`src/swcfd_pkg.sv`:
```
package swcfd_pkg;

    // Frame kinds as they arrive on the input side.
    typedef enum logic [1:0] {
        KIND_TH    = 2'd0,
        KIND_READY = 2'd1,
        KIND_CO2   = 2'd2,
        KIND_NONE  = 2'd3
    } t_kind;

    // Result status codes.
    typedef enum logic [1:0] {
        ST_OK       = 2'd0,
        ST_CRC_BAD  = 2'd1,
        ST_NO_DATA  = 2'd2,
        ST_RESERVED = 2'd3
    } t_status;

    // One completed frame, handed from the front end to the back end.
    typedef struct packed {
        t_status     status;
        t_kind       kind;
        logic [15:0] first_word;
        logic [15:0] second_word;
    } t_frame_req;

    // Fill state of the request queue.
    typedef struct packed {
        logic full;
        logic not_empty;
    } t_queue_status;

    localparam logic [7:0]  CRC_INIT    = 8'hFF;
    localparam logic [7:0]  CRC_POLY    = 8'h31;
    localparam logic [3:0]  POS_IDLE    = 4'd15;
    localparam logic [15:0] READY_MASK  = 16'h07FF;
    localparam logic [30:0] TEMP_SCALE  = 31'd17500;
    localparam logic [29:0] HUM_SCALE   = 30'd10000;
    localparam logic [14:0] TEMP_OFFSET = 15'd4500;
    localparam logic [16:0] WORD_MAX    = 17'd65535;

    // CRC-8 update over one byte, MSB first, no reflection.
    function automatic logic [7:0] crc8_byte(input logic [7:0] crc, input logic [7:0] data);
        logic [7:0] c;
        c = crc ^ data;
        for (int i = 0; i < 8; i++) begin
            if (c[7]) begin
                c = {c[6:0], 1'b0} ^ CRC_POLY;
            end else begin
                c = {c[6:0], 1'b0};
            end
        end
        return c;
    endfunction

endpackage

```
`src/swcfd_front.sv`:
```
module swcfd_front (
    input  logic                    i_clk,
    input  logic                    i_rst_n,
    input  logic                    i_in_valid,
    input  logic [1:0]              i_frame_kind,
    input  logic [7:0]              i_data_byte,
    input  logic                    i_first_byte,
    input  logic                    i_queue_full,
    output logic                    o_in_stall,
    output logic                    o_push,
    output swcfd_pkg::t_frame_req   o_req
);

    logic [7:0]             r_crc, n_crc;
    logic [3:0]             r_pos, n_pos;
    swcfd_pkg::t_kind       r_kind, n_kind;
    logic [7:0]             r_hold, n_hold;
    logic [15:0]            r_first, n_first;
    logic [15:0]            r_second, n_second;
    logic                   r_failed, n_failed;
    logic [3:0]             w_last_pos;
    logic                   w_accept;

    // A byte is taken whenever the queue has room for a possible result.
    assign o_in_stall = i_queue_full;
    assign w_accept   = i_in_valid && !i_queue_full;

    // Frame tracking: start handling, CRC per word, word capture, end of frame.
    always_comb begin
        n_crc      = r_crc;
        n_pos      = r_pos;
        n_kind     = r_kind;
        n_hold     = r_hold;
        n_first    = r_first;
        n_second   = r_second;
        n_failed   = r_failed;
        w_last_pos = 4'd8;
        o_push     = 1'b0;
        o_req      = '0;

        if (w_accept) begin
            if (i_first_byte) begin
                n_crc    = swcfd_pkg::CRC_INIT;
                n_failed = 1'b0;
                n_kind   = swcfd_pkg::t_kind'(i_frame_kind);
                n_pos    = (n_kind == swcfd_pkg::KIND_NONE) ? swcfd_pkg::POS_IDLE : 4'd0;
            end

            unique case (n_kind)
                swcfd_pkg::KIND_TH:    w_last_pos = 4'd5;
                swcfd_pkg::KIND_READY: w_last_pos = 4'd2;
                swcfd_pkg::KIND_CO2:   w_last_pos = 4'd8;
                swcfd_pkg::KIND_NONE:  w_last_pos = 4'd8;
            endcase

            if (n_pos != swcfd_pkg::POS_IDLE && n_kind != swcfd_pkg::KIND_NONE) begin
                // Each word is high byte, low byte, then its CRC byte.
                unique case (n_pos)
                    4'd0, 4'd3, 4'd6: begin
                        n_hold = i_data_byte;
                        n_crc  = swcfd_pkg::crc8_byte(n_crc, i_data_byte);
                    end
                    4'd1, 4'd4, 4'd7: begin
                        n_crc = swcfd_pkg::crc8_byte(n_crc, i_data_byte);
                        if (n_pos == 4'd1) begin
                            n_first = {r_hold, i_data_byte};
                        end
                        if (n_pos == 4'd4) begin
                            n_second = {r_hold, i_data_byte};
                        end
                    end
                    default: begin
                        if (n_crc != i_data_byte) begin
                            n_failed = 1'b1;
                        end
                        n_crc = swcfd_pkg::CRC_INIT;
                    end
                endcase

                if (n_pos == w_last_pos) begin
                    n_pos             = swcfd_pkg::POS_IDLE;
                    o_push            = 1'b1;
                    o_req.kind        = n_kind;
                    o_req.first_word  = n_first;
                    o_req.second_word = n_second;
                    priority if (n_failed) begin
                        o_req.status = swcfd_pkg::ST_CRC_BAD;
                    end else if (n_kind == swcfd_pkg::KIND_READY &&
                                 (n_first & swcfd_pkg::READY_MASK) == 16'd0) begin
                        o_req.status = swcfd_pkg::ST_NO_DATA;
                    end else begin
                        o_req.status = swcfd_pkg::ST_OK;
                    end
                end else begin
                    n_pos = n_pos + 4'd1;
                end
            end
        end
    end

    // Frame state registers.
    always_ff @(posedge i_clk) begin
        if (!i_rst_n) begin
            r_crc    <= swcfd_pkg::CRC_INIT;
            r_pos    <= 4'd0;
            r_kind   <= swcfd_pkg::KIND_TH;
            r_hold   <= 8'd0;
            r_first  <= 16'd0;
            r_second <= 16'd0;
            r_failed <= 1'b0;
        end else begin
            r_crc    <= n_crc;
            r_pos    <= n_pos;
            r_kind   <= n_kind;
            r_hold   <= n_hold;
            r_first  <= n_first;
            r_second <= n_second;
            r_failed <= n_failed;
        end
    end

endmodule

```
`src/swcfd_queue.sv`:
```
module swcfd_queue (
    input  logic                      i_clk,
    input  logic                      i_rst_n,
    input  logic                      i_push,
    input  swcfd_pkg::t_frame_req     i_req,
    input  logic                      i_pop,
    output swcfd_pkg::t_frame_req     o_head,
    output swcfd_pkg::t_queue_status  o_status
);

    swcfd_pkg::t_frame_req  r_mem [2];
    logic                   r_wr_ptr;
    logic                   r_rd_ptr;
    logic [1:0]             r_count;

    assign o_head             = r_mem[r_rd_ptr];
    assign o_status.full      = (r_count == 2'd2);
    assign o_status.not_empty = (r_count != 2'd0);

    // Entry storage.
    always_ff @(posedge i_clk) begin
        if (i_push) begin
            r_mem[r_wr_ptr] <= i_req;
        end
    end

    // Pointers and fill count.
    always_ff @(posedge i_clk) begin
        if (!i_rst_n) begin
            r_wr_ptr <= 1'b0;
            r_rd_ptr <= 1'b0;
            r_count  <= 2'd0;
        end else begin
            if (i_push) begin
                r_wr_ptr <= ~r_wr_ptr;
            end
            if (i_pop) begin
                r_rd_ptr <= ~r_rd_ptr;
            end
            if (i_push && !i_pop) begin
                r_count <= r_count + 2'd1;
            end else if (i_pop && !i_push) begin
                r_count <= r_count - 2'd1;
            end
        end
    end

endmodule

```
`src/swcfd_back.sv`:
```
module swcfd_back (
    input  logic                    i_clk,
    input  logic                    i_rst_n,
    input  logic                    i_head_valid,
    input  swcfd_pkg::t_frame_req   i_head,
    output logic                    o_pop,
    output logic                    o_out_valid,
    input  logic                    i_out_stall,
    output logic [1:0]              o_frame_status,
    output logic [1:0]              o_kind_done,
    output logic signed [14:0]      o_temperature_centi,
    output logic [13:0]             o_humidity_centi,
    output logic [15:0]             o_co2_ppm
);

    logic               r_s1_valid;
    logic [30:0]        r_s1_temp_prod;
    logic [29:0]        r_s1_hum_prod;
    logic [1:0]         r_s1_status;
    logic [1:0]         r_s1_kind;
    logic [15:0]        r_s1_co2;
    logic               r_s1_scaled;

    logic               r_out_valid;
    logic [1:0]         r_status;
    logic [1:0]         r_kind;
    logic [14:0]        r_temp;
    logic [13:0]        r_hum;
    logic [15:0]        r_co2;

    logic               w_s2_ready;
    logic               w_s1_ready;
    logic               w_ok;
    logic [14:0]        w_temp_q;
    logic [16:0]        w_temp_rem;
    logic [14:0]        w_temp_q_fix;
    logic [13:0]        w_hum_q;
    logic [16:0]        w_hum_rem;
    logic [13:0]        w_hum_q_fix;

    // Stage handshake: each stage moves when the one after it has room.
    assign w_s2_ready = !r_out_valid || !i_out_stall;
    assign w_s1_ready = !r_s1_valid || w_s2_ready;
    assign o_pop      = i_head_valid && w_s1_ready;
    assign w_ok       = (i_head.status == swcfd_pkg::ST_OK);

    // Stage 1: scale the raw words by the constant numerators.
    always_ff @(posedge i_clk) begin
        if (!i_rst_n) begin
            r_s1_valid <= 1'b0;
        end else if (w_s1_ready) begin
            r_s1_valid <= i_head_valid;
        end
    end

    always_ff @(posedge i_clk) begin
        if (o_pop) begin
            r_s1_temp_prod <= swcfd_pkg::TEMP_SCALE * {15'd0, i_head.first_word};
            r_s1_hum_prod  <= swcfd_pkg::HUM_SCALE * {14'd0, i_head.second_word};
            r_s1_status    <= i_head.status;
            r_s1_kind      <= i_head.kind;
            r_s1_co2       <= (w_ok && i_head.kind == swcfd_pkg::KIND_CO2) ?
                              i_head.first_word : 16'd0;
            r_s1_scaled    <= w_ok && i_head.kind == swcfd_pkg::KIND_TH;
        end
    end

    // Stage 2: divide by 65535 as a shift by 16 plus one correction step.
    always_comb begin
        w_temp_q     = r_s1_temp_prod[30:16];
        w_temp_rem   = {1'b0, r_s1_temp_prod[15:0]} + {2'd0, w_temp_q};
        w_temp_q_fix = (w_temp_rem >= swcfd_pkg::WORD_MAX) ? w_temp_q + 15'd1 : w_temp_q;
        w_hum_q      = r_s1_hum_prod[29:16];
        w_hum_rem    = {1'b0, r_s1_hum_prod[15:0]} + {3'd0, w_hum_q};
        w_hum_q_fix  = (w_hum_rem >= swcfd_pkg::WORD_MAX) ? w_hum_q + 14'd1 : w_hum_q;
    end

    // Output register.
    always_ff @(posedge i_clk) begin
        if (!i_rst_n) begin
            r_out_valid <= 1'b0;
        end else if (w_s2_ready) begin
            r_out_valid <= r_s1_valid;
        end
    end

    always_ff @(posedge i_clk) begin
        if (r_s1_valid && w_s2_ready) begin
            r_status <= r_s1_status;
            r_kind   <= r_s1_kind;
            r_temp   <= r_s1_scaled ? w_temp_q_fix - swcfd_pkg::TEMP_OFFSET : 15'd0;
            r_hum    <= r_s1_scaled ? w_hum_q_fix : 14'd0;
            r_co2    <= r_s1_co2;
        end
    end

    assign o_out_valid         = r_out_valid;
    assign o_frame_status      = r_status;
    assign o_kind_done         = r_kind;
    assign o_temperature_centi = signed'(r_temp);
    assign o_humidity_centi    = r_hum;
    assign o_co2_ppm           = r_co2;

endmodule

```
`src/sensor_word_crc_frame_decoder.sv`:
```
// Sensor frame decoder: takes received sensor bytes one per request and checks each
// 16-bit word against its trailing CRC-8 byte (polynomial 0x31, start value 0xFF). A
// request with first_byte set opens a frame of the given kind: 6 bytes of
// temperature/humidity, 3 bytes of data-ready status or 9 bytes of CO2 measurement;
// kind 3 opens nothing. On the last byte of a frame one result request comes out with
// the status, the frame kind and the scaled values (zero where they do not apply).
// Bytes are accepted at one per cycle while the input is not stalled; the byte decoder
// updates the CRC within the cycle. After the edge that takes its last byte, a result
// waits at the head of the two-entry result queue while the constant multiplies are
// formed, then sits in the product register while the divide-by-65535 correction is
// applied on the way into the output register. Output stalls hold results back. Input
// stalls only when two finished frames wait in the queue.
module sensor_word_crc_frame_decoder (
    input  logic                i_clk,
    input  logic                i_rst_n,
    input  logic                i_in_valid,
    output logic                o_in_stall,
    input  logic [1:0]          i_frame_kind,
    input  logic [7:0]          i_data_byte,
    input  logic                i_first_byte,
    output logic                o_out_valid,
    input  logic                i_out_stall,
    output logic [1:0]          o_frame_status,
    output logic [1:0]          o_kind_done,
    output logic signed [14:0]  o_temperature_centi,
    output logic [13:0]         o_humidity_centi,
    output logic [15:0]         o_co2_ppm
);

    logic                       w_push;
    logic                       w_pop;
    swcfd_pkg::t_frame_req      w_req;
    swcfd_pkg::t_frame_req      w_head;
    swcfd_pkg::t_queue_status   w_q_status;

    // Byte decoder.
    swcfd_front u_front (
        .i_clk        (i_clk),
        .i_rst_n      (i_rst_n),
        .i_in_valid   (i_in_valid),
        .i_frame_kind (i_frame_kind),
        .i_data_byte  (i_data_byte),
        .i_first_byte (i_first_byte),
        .i_queue_full (w_q_status.full),
        .o_in_stall   (o_in_stall),
        .o_push       (w_push),
        .o_req        (w_req)
    );

    // Finished frames wait here for the scaling pipeline.
    swcfd_queue u_queue (
        .i_clk    (i_clk),
        .i_rst_n  (i_rst_n),
        .i_push   (w_push),
        .i_req    (w_req),
        .i_pop    (w_pop),
        .o_head   (w_head),
        .o_status (w_q_status)
    );

    // Scaling pipeline and output register.
    swcfd_back u_back (
        .i_clk               (i_clk),
        .i_rst_n             (i_rst_n),
        .i_head_valid        (w_q_status.not_empty),
        .i_head              (w_head),
        .o_pop               (w_pop),
        .o_out_valid         (o_out_valid),
        .i_out_stall         (i_out_stall),
        .o_frame_status      (o_frame_status),
        .o_kind_done         (o_kind_done),
        .o_temperature_centi (o_temperature_centi),
        .o_humidity_centi    (o_humidity_centi),
        .o_co2_ppm           (o_co2_ppm)
    );

    // A frame opened with kind 3 never produces a result on its first byte.
    a_no_push_kind_none: assert property (@(posedge i_clk) disable iff (!i_rst_n)
        i_in_valid && !o_in_stall && i_first_byte &&
        i_frame_kind == swcfd_pkg::KIND_NONE |-> !w_push)
        else $error("result pushed for an ignored frame kind");

    // Measured values are zero unless the frame completed cleanly.
    a_values_zero_on_error: assert property (@(posedge i_clk) disable iff (!i_rst_n)
        o_out_valid && o_frame_status != swcfd_pkg::ST_OK |->
        o_temperature_centi == 15'sd0 && o_humidity_centi == 14'd0 && o_co2_ppm == 16'd0)
        else $error("nonzero values with a failed status");

    // No-data status only comes from data-ready frames.
    a_no_data_kind: assert property (@(posedge i_clk) disable iff (!i_rst_n)
        o_out_valid && o_frame_status == swcfd_pkg::ST_NO_DATA |->
        o_kind_done == swcfd_pkg::KIND_READY)
        else $error("no-data status on a frame of another kind");

    // The queue is never popped while empty.
    a_pop_not_empty: assert property (@(posedge i_clk) disable iff (!i_rst_n)
        w_pop |-> w_q_status.not_empty)
        else $error("pop from an empty result queue");

endmodule

```
`config.mk`:
```
export PLATFORM = sky130hd
export DESIGN_NAME = sensor_word_crc_frame_decoder
export DESIGN_NICKNAME = d
export VERILOG_FILES = /design/src/swcfd_pkg.sv /design/src/swcfd_front.sv /design/src/swcfd_queue.sv /design/src/swcfd_back.sv /design/src/sensor_word_crc_frame_decoder.sv
export SDC_FILE = /design/constraint.sdc
export NUM_CORES = 1
export LEC_CHECK = 0
export BUFFER_PORTS_ARGS = -buffer_cell sky130_fd_sc_hd__buf_2
export CAP_MARGIN = 20
export CELL_PAD_IN_SITES_DETAIL_PLACEMENT = 2
export CELL_PAD_IN_SITES_GLOBAL_PLACEMENT = 2
export CORE_ASPECT_RATIO = 0.75
export CORE_MARGIN = 5
export CORE_UTILIZATION = 46
export CTS_CLUSTER_DIAMETER = 120
export DETAILED_ROUTE_END_ITERATION = 16
export PLACE_DENSITY_LB_ADDON = 0.1
export SYNTH_ARGS = -nofsm -noshare
export SYNTH_HDL_FRONTEND = slang
export SYNTH_HIERARCHICAL = 1
export SYNTH_SLANG_ARGS = --single-unit
```
`constraint.sdc`:
```
create_clock -name i_clk -period 9.85 [get_ports i_clk]
set_input_delay 0.4925 -clock i_clk [delete_from_list [all_inputs] [get_ports i_clk]]
set_output_delay 0.4925 -clock i_clk [all_outputs]
set_load 0.005 [all_outputs]
```
Word-level counts from Yosys, hierarchy flattened
Memories as Yosys holds them, arrays and structs flattened. A register that Yosys moved wholly into a read port is not among the register bits.
Cells that the tools add are included.
Storage, ports and cells
  memory bits (writable): 72
  logic and storage cells: 197
  register bits: 186
  memories: 1
  bits of input ports: 15
Memory list
  u_queue.r_mem: words 2, bits a word 36, read ports 1, clocked after Yosys merged registers in 1, wr ports 1, line swcfd_queue.sv:11  | swcfd_pkg::t_frame_req r_mem [2];
Operators by class
  equality and inequality tests: 15
  $lt $le $gt $ge: 2
  $add $sub $neg: 8
  multiply operators: 2
  bitwise gates (word level): 18
  reductions and logical operators: 30
  muxes and demuxes: 98
Operator list (count)
  8-bit two-way mux: 45
  36-bit two-way mux: 3
  16-bit two-way mux: 6
  6-bit two-way mux: 15
  3-bit inverter: 15
  17-bit by 16-bit greater-or-equal comparator with 1-bit output, second input constant: 2
  13-bit by 16-bit multiplier with 29-bit output, first input constant: 1
  10-bit by 16-bit multiplier with 26-bit output, first input constant: 1
  4-bit two-way mux: 6
  16-bit by 14-bit adder with 17-bit output: 1
  16-bit by 15-bit adder with 17-bit output: 1
  16-bit logical NOT: 1
  8-bit case mux with 2 select lines: 1
  15-bit by 1-bit adder with 15-bit output, second input constant: 1
  15-bit two-way mux: 1
  15-bit by 13-bit subtractor with 15-bit output, second input constant: 1
  14-bit by 1-bit adder with 14-bit output, second input constant: 1
  14-bit two-way mux: 1
  1-bit two-way mux: 13
  4-bit by 3-bit equality test with 1-bit output, second input constant: 3
  2-bit two-way mux: 6
  4-bit case mux with 3 select lines: 1
  2-bit equality test, second input constant: 5
  1-bit logical AND: 9
  other kinds (22): 33

Longest topological paths before layout
Gate-level depths: netlist (run 1).
  word-level depth: 44
  depth in mapped cells: 24

Modules after synthesis
Netlist (run 1), hierarchy kept.
Modules (own cells, without submodules)
  swcfd_back: cells each 1144, area an instance 12106.6 µm², times used 1, sequential area each 3793.6 µm²
  swcfd_front: cells each 439, area an instance 3283.1 µm², times used 1, sequential area each 1101.1 µm²
  swcfd_queue: cells each 134, area an instance 2827.7 µm², times used 1, sequential area each 2262.2 µm²

Worst setup path before layout (run 1)
No wires, ideal clock.
  path type: flip-flop to flip-flop
  from: register (tool-made name)
  to: register u_back.r_s1_temp_prod[30], data pin
  path slack: 3.931 ns
  clock period less this slack: 5.919 ns
  data arrival time: 5.648 ns
  stages on the path, launching flop included: 23
  library setup time: 0.271 ns
  cells stage by stage: dfxtp_1 > buf_2 > buf_6 > mux2_2 > ha_1 > inv_1 > fa_1 > inv_1 > ha_1 > ha_1 > fa_1 > fa_1 > a21o_1 > a21oi_1 > o21bai_1 > a21o_1 > a21oi_1 > o21ai_0 > o41ai_1 > o21ai_0 > and2_1 > a2111oi_0 > nor3_1
RTL lines
  end signal, assigned: line swcfd_back.sv:58  | r_s1_temp_prod <= swcfd_pkg::TEMP_SCALE * {15'd0, i_head.first_word};
  end, declared: line swcfd_back.sv:17  | logic [30:0] r_s1_temp_prod;

==> results.cfg, run 1 <==
[sta]
finalSetupTns_ps = 0
finalSetupViolCount = 0
final.min_clock_period_ps = 7064
worst_slew_pin_slew_ps = 897.4
rsz0062_at_grt = false
slew_violations = 0
hold_violations = 0
maxSlewHeadroom_pct = 40.11
min_period_over_period_pct = 71.72
fmax_mhz = 141.6
clock_skew_ps = 36.44
whs_ps = 222.3

[hold_path]
min_path_type = primary input to register
min_path_cells = 3

[floorplan]
die_area_mm2 = 0.04372
rows = 63
die_w_um = 239.8
die_h_um = 182.3
initial_utilization_pct = 46.31
fp.coreArea_mm2 = 0.03933
top_level_ports = 66

[synth]
synthAdderAreaFrac_pct = 22.61
async_reset_ff_share_pct = 0
yosys.area_share.simple_pct = 11.51
synth_area_leader_cell = edfxtp_1
synth-edff-count = 197
syn_nets = 2012
synth_top_area_share_pct = 32.47
synth_seq_cells = 259
ys_warn_count = 6
synth_top_family_by_area = adder cells
synth_cell_type_count = 97
synth_flop_cell = edfxtp_1
synthTopCellsByArea = edfxtp_1, ha_1, fa_1
yosysSeqAreaShare_pct = 39.29
avgSynthCellArea_um2 = 10.61
syn_area_mm2 = 0.01822
syn-instance-count = 1717
synth_mux_area_share_pct = 4.231
synth_xor_area_share_pct = 5.082
synth_compound_area_share_pct = 10.52

[drt]
drc_errors = 0
wire_per_inst_um = 23.57
routed_wl_um = 54400
dr.pass1.iters = 5
drtIter0Drc = 766
vias = 13056
via_per_inst = 5.657
ant_nets = 0

[cts]
postCtsSetupBuffers = 0
cts_buffer_depth = 3
clk_pin_slew_ps = 60
clk_latency_ps = 590
cts-hold-fix-buffers = 0
h-tree-depth = 1
cts_tree = built
cts_root_buf = clkbuf_16
clkSinkCount = 259
cts_buffers = 28
cts-resized-gates = 0

[critical_path]
cp_slowest_cell = o41ai_1
criticalPathCategory = register to register
cp.depth = 21
path_cells = buf_4 -> mux2_2 -> ha_1 -> inv_1 -> fa_1 -> inv_1 -> ha_1 -> ha_1 -> fa_1 -> fa_1 -> a21o_1 -> a21oi_1 -> o21bai_1 -> a21o_1 -> a21oi_1 -> o21ai_0 -> o41ai_1 -> o21ai_0 -> and2_1 -> a2111oi_0 -> nor3_1
reg2regPathDepth = 21
path_buf_inv = 3
required_ps = 10160
cp-end-kind = register
critPathTopFamily = compound AO/OA/AOI/OAI gates
cp_max_fo = 36
cp_slowest_stage_delay_ps = 560
startpoint_type = register
cp.arrival_ps = 7380

[global_routing]
grt_max_degree = 55
grt_use_total_pct = 24.71
grt_pass1_vias = 14381
grt_pass1_wl_um = 85040
grt.overflow.total = 0
antenna_found_initial = 2

[job]
cap_violations = 0

[place]
io_buffer_count = 65
dp_hpwl_um = 40770
gp_congestion = 0.8000
placedInstanceArea_mm2 = 0.01899

[cells_and_area]
antennaDiodeCount = 0
area_growth_pct = 9.265
nNetsFinal = 2064
drive_above_1_share_pct = 11.74
fill_cells = 3983
fin_area_mm2 = 0.01991

[outcome]
status = finished, final reports clean
[tightest hold or removal path: cells and delay by family]
family,cells,cell delay [ps]
buf+inv,1,120
simple gates,1,80
mux,1,80
[cell usage after synthesis (all sizes together) (3+ instances only)]
cell / number
mux2: 37
o22ai: 8
buf: 30
o211ai: 5
nor3b: 5
nor2b: 12
a31oi: 8
a31o: 3
a21oi: 104
nor4: 11
and4: 4
a311oi: 4
nor2: 111
nand2b: 10
a21o: 20
o31ai: 6
o21ai: 48
and3: 16
a21boi: 7
xor2: 30
a221o: 3
dfxtp: 62
nand2: 120
nor3: 31
a211o: 5
xnor2: 70
o311a: 3
or2: 7
mux2i: 35
and2: 33
fa: 82
nand3: 33
nand4: 11
a211oi: 11
ha: 198
or4: 3
edfxtp: 197
clkbuf: 23
or3: 9
o21a: 10
o21bai: 8
a2111oi: 3
inv: 249
[flip-flops by register name (all words and copies together) (netlist names), 8 cells and up, named ones only]
| signal | flops |
|---|---|
| u_queue/r_mem | 72 |
| u_back/r_s1_temp_prod | 29 |
| u_back/r_s1_hum_prod | 26 |
| u_back/o_co2_ppm | 16 |
| u_back/r_s1_co2 | 16 |
| u_front/r_first | 16 |
| u_front/r_second | 16 |
| u_back/o_temperature_centi | 15 |
| u_back/o_humidity_centi | 14 |
| u_front/r_crc | 8 |
| u_front/r_hold | 8 |
[worst paths after layout]
kind / start / to / slack (ps)
max reg2reg: register / u_back/r_s1_temp_prod[30] / 2790
max: register / u_back/r_s1_temp_prod[30] / 2790
min: i_frame_kind[0] / u_front/r_kind[0] / 220
min reg2reg: u_back/r_s1_co2[4] / u_back/o_co2_ppm[4] / 420
[per-layer routing]
layer	routed length, um	GRT usage [%]
met5	0	0
met2	26820	42.74
met1	24710	34.12
met4	951	4.426
met3	1917	2.780
[logic make-up after synthesis]
group                    count (synthesis)
AND/OR/NAND/NOR                        422
adder cells (fa/ha/maj)                280
buffers and inverters                  303
flip-flops                             259
XOR/XNOR                               101
AO/OA/AOI/OAI                          280
multiplexers                            72
[final cells by class]
type	instances	area (um2)	share of cell area (%)
tap	520	650.6	3.269
clock inverter	14	131.4	0.6600
multi-input combinational	1155	9857	49.52
inverter	250	938.4	4.714
timing repair buffer	75	412.9	2.074
sequential	259	7157	35.95
clock buffer	35	758.2	3.809
[placed cells by master (no fill, tap or decap), types with 11 or more instances in the layout]
cell type  Yosys  routed
nand4_1       11      11
edfxtp_1     197     197
nor2_1       108     108
a21o_1        19      19
o21ai_0       41      41
mux2_2        36      36
clkbuf_16      0      29
and3_1        14      14
nand2_1      119     119
inv_1        249     249
nor3_1        31      31
ha_1         198     198
mux2i_1       35      35
a21oi_1      100     100
xor2_1        30      30
buf_2         18      65
and2_1        31      30
dfxtp_1       62      62
xnor2_1       68      68
fa_1          82      82
nor2b_1       12      11
nand3_1       29      29
[stage by stage]
stage	util [%]	setup slack [ps]	instances
3_3_place_gp	48.27	3433	2257
2_1_floorplan	-	3931	1717
5_1_grt	50.61	2391	2308
4_1_cts	50.54	2766	2306
3_5_place_dp	48.27	2872	2257
6_report	50.61	2786	2308
Power of run 1 is not shown: default switching activity piles up to over one toggle a cycle in this logic, so the estimate is an artifact.
==> inputs of run 2 (changes only) <==
CORE_UTILIZATION = 43   (was 46)
clock period = 6.88 ns   (was 9.85 ns; I/O delays follow)
==> results.cfg, run 2 (synthesized netlist as in run 1, its figures left out) <==
[global_routing]
grt_max_degree = 58
grt_use_total_pct = 22.80
grt_pass1_vias = 14413
antenna_found_initial = 0
grt.overflow.total = 0
grt_pass1_wl_um = 83920

[cells_and_area]
regMostFlops = u_queue/r_mem
area_growth_pct = 10.68
largest_reg_flops = 72
final_cell_mix = inv_1, ha_1, edfxtp_1
reg_top3 = u_queue/r_mem x72, u_back/r_s1_temp_prod x29, u_back/r_s1_hum_prod x26
drive_above_1_share_pct = 12.19
fin_cells = 2365
antennaDiodeCount = 0
layout_commonest_cell = inv_1
nNetsFinal = 2068

[sta]
maxSlewHeadroom_pct = 39.60
slew_violations = 0
fmax_mhz = 154.8
final.min_clock_period_ps = 6459
clock_skew_ps = 35.24
worst_slew_pin_slew_ps = 905.0
hold_violations = 0
whs_ps = 39.78
rsz0062_at_grt = false
finalSetupViolCount = 0
finalSetupTns_ps = 0
min_period_over_period_pct = 93.88

[drt]
drc_errors = 0
routed_wl_um = 53240
drtIter0Drc = 719
wire_per_inst_um = 22.51
dr.pass1.iters = 5
vias = 12924
via_per_inst = 5.465
ant_nets = 0

[floorplan]
die_area_mm2 = 0.04663
die_w_um = 247.7
fp.coreArea_mm2 = 0.04197
rows = 65
top_level_ports = 66
initial_utilization_pct = 43.41
die_h_um = 188.3

[place]
dp.cells = 2310
io_buffer_count = 65
dp_hpwl_um = 39810
gp_congestion = 0.8209

[hold_path]
min_path_type = primary input to register

[cts]
clk_pin_slew_ps = 70
cts-resized-gates = 0
h-tree-depth = 1
cts_buffer_depth = 3
clk_latency_ps = 600
cts_tree = built
cts_root_buf = clkbuf_16
clkSinkCount = 259
cts_buffers = 29
cts-hold-fix-buffers = 0
postCtsSetupBuffers = 0

[critical_path]
cp.arrival_ps = 6790
cp-end-kind = register
cp_max_fo = 9
required_ps = 7210
startpoint_type = register
criticalPathCategory = register to register

[job]
cap_violations = 0

[outcome]
status = finished, final reports clean
==> run 2: metal layers <==
| metal | global-route usage [%] | vias to the layer above | routed length, um |
|---|---|---|---|
| li1 | - | 6043 | - |
| met5 | 0 | - | 0 |
| met2 | 37.99 | 172 | 25470 |
| met1 | 32.70 | 6650 | 25190 |
| met4 | 4.032 | 0 | 903 |
| met3 | 2.567 | 59 | 1673 |
==> run 2: area by class of cell <==
cell class	instances	area, um2
clock buffer	40	862.1
clock inverter	14	201.4
fill	4348	21800
inverter	250	938.4
multi-input combinational	1155	9857
sequential	259	7157
tap	569	711.9
timing repair buffer	78	435.4
==> run 2: critical path, cell delays in order, from the launching register on <==
cell and delay [ps]:
dfxtp_1 590, buf_4 250, mux2_2 410, ha_1 300, inv_1 70, fa_1 530, inv_1 60, ha_1 290
ha_1 280, inv_1 60, fa_1 530, inv_1 40, ha_1 330, a21o_1 180, a21oi_1 230, o21bai_1 100
a21o_1 220, a21oi_1 220, o21ai_0 150, o41ai_1 270, buf_4 180, o21ai_0 140, and2_1 230, a2111oi_0 410
nor3_1 120
==> run 2: final timing paths <==
kind / from / end / slack, ps / cells past startpoint
hold / removal: i_frame_kind[0] / u_front/r_kind[0] / 40 / 3
setup reg to reg: register / u_back/r_s1_temp_prod[30] / 420 / 24
setup / recovery: register / u_back/r_s1_temp_prod[30] / 420 / 24
hold reg to reg: u_back/r_s1_status[0] / u_back/o_frame_status[0] / 420 / 0
==> run 2: per-stage QoR <==
step	setup slack, ps	instance area, um2	util (%)
2_1_floorplan	961.2	18220	-
3_3_place_gp	773.4	19070	45.45
3_5_place_dp	521.0	19080	45.47
4_1_cts	379.5	20140	48.00
5_1_grt	22.78	20160	48.05
6_report	421.1	20160	48.05
Power of run 2 is left out for the same reason.
==> inputs of run 3 (changes only) <==
CORE_UTILIZATION = 46   (was 43)
SETUP_SLACK_MARGIN = 0.5   (was not set)
clock period = 8.1 ns   (was 6.88 ns; I/O delays follow)
==> results.cfg, run 3 (synthesized netlist as in run 1, its figures left out) <==
[place]
gp_congestion = 0.8161
dp_hpwl_um = 41030
io_buffer_count = 65

[critical_path]
path_cells = mux2_2 -> ha_1 -> inv_1 -> fa_1 -> inv_1 -> ha_1 -> ha_1 -> inv_1 -> fa_1 -> inv_1 -> ha_1 -> a21o_1 -> a21oi_1 -> o21bai_1 -> a21o_1 -> a21oi_1 -> o21ai_0 -> o41ai_1 -> o21ai_0 -> and2_1 -> a2111oi_0 -> nor3_1
criticalPathCategory = register to register
startpoint_type = register
cp_slowest_stage_delay_ps = 770
cp.arrival_ps = 7550
cp_slowest_cell = dfxtp_1
cp_max_fo = 14
cp-end-kind = register
required_ps = 8390

[cts]
cts_buffer_depth = 3
postCtsSetupBuffers = 0
cts-hold-fix-buffers = 0
h-tree-depth = 1
clk_pin_slew_ps = 60
cts_buffers = 27
clkSinkCount = 259
cts_tree = built
clk_latency_ps = 570
cts_root_buf = clkbuf_16
cts-resized-gates = 0

[drt]
drtIter0Drc = 760
wl_met3_um = 1793
routed_wl_um = 54940
dr.pass1.iters = 5
routed-wl-met2_um = 26910
ant_nets = 0
wire_per_inst_um = 23.79
drc_errors = 0
wl_met1_um = 25180
vias = 13132
via_per_inst = 5.687
topRoutingLayerUsed = met5

[floorplan]
die_w_um = 239.8
die_h_um = 182.3
top_level_ports = 66
rows = 63
die_area_mm2 = 0.04372
fp.coreArea_mm2 = 0.03933
initial_utilization_pct = 46.31

[sta]
slew_violations = 0
maxSlewHeadroom_pct = 40.35
finalSetupViolCount = 0
whs_ps = 171.0
final.min_clock_period_ps = 7254
clock_skew_ps = 28.84
worst_slew_pin_slew_ps = 893.7
rsz0062_at_grt = false
hold_violations = 0
min_period_over_period_pct = 89.56
fmax_mhz = 137.9
finalSetupTns_ps = 0

[cells_and_area]
antennaDiodeCount = 0
utilization_pct = 50.52
area_growth_pct = 9.073
reg_top3 = u_queue/r_mem x72, u_back/r_s1_temp_prod x29, u_back/r_s1_hum_prod x26
nNetsFinal = 2063
drive_above_1_share_pct = 11.29
layout_commonest_cell = inv_1
final_cell_mix = inv_1, ha_1, edfxtp_1
regMostFlops = u_queue/r_mem
largest_reg_flops = 72

[global_routing]
grt_pass1_wl_um = 86690
grt_use_total_pct = 25.14
grt_max_degree = 79
grt_pass1_vias = 14795
antenna_found_initial = 1
grt.overflow.total = 0

[job]
cap_violations = 0

[outcome]
status = finished, final reports clean

[hold_path]
hp-start = i_out_stall
min_path_type = primary input to register
run 3: cell count changes in the layout (fill, tap and decap cells not counted), moves of 2 or more:
cell        before  now
inv_6            2    0
clkbuf_16       33   27
clkinvlp_4       2    0
clkbuf_1         6   16
buf_4           12    8
bufinv_16        4    2
run 3: final timing paths:
check	to	slack, ps	depth (start not counted)
max	u_back/r_s1_temp_prod[30]	850	22
min	u_back/o_out_valid	170	3
max reg2reg	u_back/r_s1_temp_prod[30]	850	22
min reg2reg	u_back/o_co2_ppm[7]	420	0
run 3: worst max-delay path: cells and delay by family (launching register included):
kind | cells | cell delay [ps]
adders and majority gates | 6 | 2430
muxes | 1 | 510
buffers and inverters | 4 | 280
AOI/OAI and AO/OA | 9 | 2570
and+or+nand+nor | 2 | 380
DFF | 1 | 770
run 3: final cells by class:
| type | count | area (um2) |
|---|---|---|
| clock buffer | 43 | 735.7 |
| clock inverter | 7 | 98.84 |
| fill | 3997 | 19460 |
| inverter | 250 | 938.4 |
| multi-input combinational | 1155 | 9857 |
| sequential | 259 | 7157 |
| tap | 520 | 650.6 |
| timing repair buffer | 75 | 432.9 |
run 3: stage by stage:
| step | setup WS [ps] | instances | instance area (um2) |
|---|---|---|---|
| after floorplan | 2181 | 1717 | 18220 |
| after global placement | 1661 | 2256 | 18980 |
| after detailed placement | 1071 | 2256 | 18980 |
| after CTS | 874.6 | 2306 | 19820 |
| after global routing | 660.0 | 2309 | 19870 |
| final | 845.8 | 2309 | 19870 |
run 3: routing by layer:
layer  up-vias  GRT usage (%)
met3        61          3.158
met5         -              0
met1      6791          34.37
met2       241          43.63
li1       6037              -
met4         2          4.563
Power of run 3 is left out for the same reason.
